[config.mk]
export PLATFORM = sky130hd
export DESIGN_NAME = ptsa_gain
export DESIGN_NICKNAME = d
export VERILOG_FILES = /design/src/sv/ptsa_pkg.sv /design/src/sv/ptsa_gain.sv
export SDC_FILE = /design/constraint.sdc
export NUM_CORES = 2
export LEC_CHECK = 0
export BUFFER_PORTS_ARGS = -buffer_cell sky130_fd_sc_hd__buf_2
export CAP_MARGIN = 10
export CORE_MARGIN = 8
export CORE_UTILIZATION = 35
export CTS_BUF_LIST = sky130_fd_sc_hd__clkbuf_8
export DETAILED_ROUTE_END_ITERATION = 7
export PLACE_DENSITY_LB_ADDON = 0.05
export RECOVER_POWER = 50
export REMOVE_ABC_BUFFERS = 1
export SLEW_MARGIN = 20
export SYNTH_ARGS = -nofsm -noshare
export SYNTH_HDL_FRONTEND = slang
export SYNTH_SLANG_ARGS = --single-unit
[constraint.sdc]
create_clock -name clock -period 16.4 [get_ports clock]
set_clock_uncertainty 0.05 [all_clocks]
set_input_delay 2.46 -clock clock [delete_from_list [all_inputs] [get_ports clock]]
set_output_delay 2.46 -clock clock [all_outputs]
set_load 0.02 [all_outputs]
[src/sv/ptsa_pkg.sv]
// Shared constants for the pixel to scattering angles block.
// Holds default parameter values, register codes, reset values and the arctangent table.
package ptsa_pkg;

   localparam int INDEX_BITS_DEF    = 12;
   localparam int ANGLE_BITS_DEF    = 16;
   localparam int CORDIC_STAGES_DEF = 18;

   localparam int CSR_INDEX_W = 3;
   localparam int CSR_DATA_W  = 32;

   typedef enum logic [CSR_INDEX_W-1:0] {
      CSR_CENTER_X        = 3'd0,
      CSR_CENTER_Y        = 3'd1,
      CSR_PIXEL_WIDTH     = 3'd2,
      CSR_PIXEL_HEIGHT    = 3'd3,
      CSR_SAMPLE_DISTANCE = 3'd4
   } csr_index_type;

   localparam logic signed [16:0] CENTER_RST   = 17'sd0;
   localparam logic [19:0]        PIXEL_RST    = 20'd44032;
   localparam logic [31:0]        DISTANCE_RST = 32'd256000000;

   // angle accumulator: 2^32 per turn
   localparam int ZW = 34;
   localparam logic signed [ZW-1:0] QUARTER_TURN = 34'sd1073741824;

   // inverse CORDIC gain in Q30
   localparam logic [29:0] GAIN_Q30 = 30'd652032874;

   localparam logic [31:0] ATAN_TAB [32] = '{
      32'h20000000, 32'h12E4051E, 32'h09FB385B, 32'h051111D4, 32'h028B0D43,
      32'h0145D7E1, 32'h00A2F61E, 32'h00517C55, 32'h0028BE53, 32'h00145F2F,
      32'h000A2F98, 32'h000517CC, 32'h00028BE6, 32'h000145F3, 32'h0000A2FA,
      32'h0000517D, 32'h000028BE, 32'h0000145F, 32'h00000A30, 32'h00000518,
      32'h0000028C, 32'h00000146, 32'h000000A3, 32'h00000051, 32'h00000029,
      32'h00000014, 32'h0000000A, 32'h00000005, 32'h00000003, 32'h00000001,
      32'h00000001, 32'h00000000
   };

endpackage

[src/sv/ptsa_gain.sv]
// Two-stage removal of the CORDIC gain from a magnitude, split into high and low products.
// Depends on ptsa_pkg for the Q30 gain constant.
module ptsa_gain #(
   parameter int W  = 44,
   parameter int SW = 16
) (
   input  logic                clock,
   input  logic                reset,
   input  logic                en,
   input  logic                in_valid,
   input  logic signed [W-1:0] in_mag,
   input  logic [SW-1:0]       in_side,
   output logic                out_valid,
   output logic signed [W-1:0] out_len,
   output logic [SW-1:0]       out_side
);
   import ptsa_pkg::*;

   localparam int HW = W - 16;

   logic [W-2:0]      u;
   logic [HW+29:0]    hi_ff;
   logic [44:0]       lo_ff;
   logic              v1_ff, v2_ff;
   logic [SW-1:0]     s1_ff, s2_ff;
   logic [HW+30:0]    sum;
   logic signed [W-1:0] len_ff;

   assign u = (in_mag > 0) ? in_mag[W-2:0] : '0;

   assign sum = {1'b0, hi_ff} + (HW+31)'(lo_ff >> 15);

   always_ff @(posedge clock) begin
      if (reset) begin
         v1_ff <= 1'b0;
         v2_ff <= 1'b0;
      end else if (en) begin
         v1_ff <= in_valid;
         v2_ff <= v1_ff;
      end
      if (en) begin
         hi_ff  <= u[W-2:15] * GAIN_Q30;
         lo_ff  <= u[14:0] * GAIN_Q30;
         s1_ff  <= in_side;
         len_ff <= W'(sum >> 15);
         s2_ff  <= s1_ff;
      end
   end

   assign out_valid = v2_ff;
   assign out_len   = len_ff;
   assign out_side  = s2_ff;

endmodule

==> impl_metrics.py <==
metrics = {
    "setup_path": {
        "endpoint_kind": "flip-flop",
        "startpoint_type": "primary input",
        "worstPathRequired_ns": 16.66,
        "critPathTopFamily": "adder cells",
        "critPathMaxFanout": 31,
        "r2r_end": "out_len[30]$_DFFE_PP_",
        "path_common_cell": "inv_1",
        "critPathMaxStageDelay_ns": 0.79,
        "r2r_cells": 9,
        "reg2reg_from": "lo_ff[19]$_DFFE_PP_",
        "rrSetupSlack_ns": 12.10,
        "critPathKind": "primary input to flip-flop",
        "cp.buffers_inverters": 9,
        "crit_slowest_cell": "nor4_2",
        "cp_data_arrival_time_ns": 11.81,
    },
    "synthesis": {
        "synth_area_per_cell_um2": 10.40,
        "synth_area_mm2": 0.02902,
        "netlist_instances": 2789,
        "synth-seq-cells": 164,
        "synth_edf_count": 162,
        "synth-seq-area-share_pct": 16.90,
        "synth_top_area_share_pct": 35.53,
        "synth_ff_type": "edfxtp_1",
        "synthArstFlopShare_pct": 0,
        "synth_largest_area_cell": "fa_1",
        "synthDistinctLibCells": 73,
        "synth_warnings": 0,
        "synthTopCellsByArea": "fa_1, ha_1, edfxtp_1",
    },
    "route": {
        "vias": 19481,
        "route.met2.wl_um": 44530,
        "post_drt_wl_per_cell_um": 22.95,
        "postRouteAntennaNets": 0,
        "met3WireLength_um": 3327,
        "vias_per_cell": 4.882,
        "wl_um": 91590,
        "drt-met1-wl_um": 41090,
        "topRoutingLayerUsed": "met4",
        "drtPass1Iterations": 5,
        "drc": 0,
        "drtIter0Drc": 1057,
    },
    "sta": {
        "max-slew-margin-rel_pct": -145.3,
        "timing.final.ws_setup_ns": 4.848,
        "fmax_mhz": 86.57,
        "slew_viol_final": 185,
        "fin_crit_sh_pct": 70.44,
        "worst_slew_pin_slew_ns": 3.680,
        "min_period_ns": 11.55,
        "final_hold_viol_count": 0,
        "setup_viol": 0,
        "fin_setup_tns_ns": 0,
        "rsz0062_at_grt": "no",
    },
    "clocking": {
        "cts_setup_buffers": 0,
        "ctsHoldBuffers": 0,
        "cts_tree": "done",
        "root_buffer": "clkbuf_8",
        "cts_buffers": 17,
        "clock_latency_ns": 0.55,
        "cts.sinks": 164,
        "clkSlewWorstSetupHoldPaths_ns": 0.11,
        "post_cts_resized": 0,
        "cts-htree-levels": 4,
        "clockBufferDepth": 2,
    },
    "placed_design": {
        "place_area_mm2": 0.03092,
        "gp_congestion": 0.9519,
        "io_buffer_count": 124,
        "pre_cts_ws_ns": 4.182,
        "hpwl_um": 82930,
    },
    "worst_hold_path": {
        "whs_path_depth": 0,
        "hold_class": "flip-flop to flip-flop",
        "min_to": "out_side[1]$_DFFE_PP_",
        "hold_start": "s1_ff[1]$_DFFE_PP_",
    },
    "job": {
        "drv_cap": 4,
    },
    "floorplan": {
        "io_pins": 125,
        "core_area_mm2": 0.08211,
        "initial_utilization_pct": 35.34,
        "die_area_mm2": 0.09238,
        "die_height_um": 303.9,
        "rows": 105,
        "fp.dieW_um": 303.9,
    },
    "final_layout": {
        "drive_above_1_share_pct": 6.235,
        "synthToLayoutAreaGrowth_pct": 7.886,
        "stdcell_area_mm2": 0.03131,
        "layout_common_cells": "inv_1, fa_1, ha_1, edfxtp_1, nand2_1",
        "layout.nets": 3929,
        "final_common_cell": "inv_1",
    },
    "global_route": {
        "grt_pass1_vias": 22095,
        "grt_use_total_pct": 20.18,
        "grt_antenna_before_repair": 4,
        "overflow": 0,
        "grt_pass1_wl_um": 139200,
        "grt_max_degree": 66,
    },
    "run_status": {
        "outcome": "finished with violations",
        "violations": "capacitance limit, slew limit",
    },
}
-- logic make-up (layout without fill, tap and decap cells) --
logic type               count (synthesis)  in the layout  synth area share (%)
adder cells (fa/ha/maj)                959            959                 54.67
buffers and inverters                  850            980                 11.05
AND/OR/NAND/NOR                        367            367                 6.239
AO/OA/AOI/OAI                          327            327                 7.433
flip-flops                             164            164                 16.90
XOR/XNOR                               117            117                 3.531
multiplexers                             5              5                0.1768
other                                    0              1                     0
-- synthesized netlist by cell type (8+ instances only) --
cell type,instances
inv_1,819
fa_1,515
ha_1,444
edfxtp_1,162
nand2_1,115
a21oi_1,109
xnor2_1,84
nor2_1,73
a21o_1,64
o21ai_0,50
xor2_1,33
nand3_1,30
nand4_1,27
and2_1,24
clkbuf_1,24
and3_1,20
nor3_1,16
a31oi_1,14
or2_2,14
a211oi_1,12
nor2b_1,12
nor4_1,11
o21a_1,11
o21bai_1,11
and4_1,8
-- per-layer routing --
layer | vias to the layer above | global-route usage [%]
met5 | - | 0
met3 | 87 | 2.997
met4 | 0 | 5.610
li1 | 9005 | -
met1 | 10017 | 26.15
met2 | 372 | 34.94
-- state kept, by name, summed over array words and instances, names as in the netlist --
register	count
hi_ff	57
out_len	44
lo_ff	29
out_side	16
s1_ff	16
out_valid	1
v1_ff	1
-- final cells by class --
type	count	area, µm²
Fill cell	8213	50800
Multi-Input combinational cell	1775	20910
Sequential cell	164	4905
Inverter	819	3074
Tap cell	1070	1339
Timing Repair Buffer	129	633.1
Clock buffer	17	234.0
Clock inverter	15	207.7
Antenna cell	1	2.502
-- worst max path at each step --
stage / start / to / cells after the start
2_1_floorplan: in_mag[38] / hi_ff[55]$_DFFE_PP_ / 27
3_3_place_gp: in_mag[28] / hi_ff[53]$_DFFE_PP_ / 30
3_5_place_dp: in_mag[28] / hi_ff[53]$_DFFE_PP_ / 30
4_1_cts: in_mag[28] / hi_ff[53]$_DFFE_PP_ / 30
5_1_grt: in_mag[28] / hi_ff[53]$_DFFE_PP_ / 30
6_report: in_mag[28] / hi_ff[53]$_DFFE_PP_ / 30
-- through the flow --
| step | std cells | hold WS [ns] | util, % |
|---|---|---|---|
| 2_1_floorplan | 2758 | 0.3503 | - |
| 3_3_place_gp | 3957 | 0.3503 | 37.65 |
| 3_5_place_dp | 3957 | 0.3556 | 37.66 |
| 4_1_cts | 3989 | 0.3833 | 38.20 |
| 5_1_grt | 3990 | 0.3873 | 38.13 |
| 6_report | 3990 | 0.3801 | 38.13 |
Power is not shown: default switching activity piles up to over one toggle a cycle in this logic, so the estimate is an artifact.
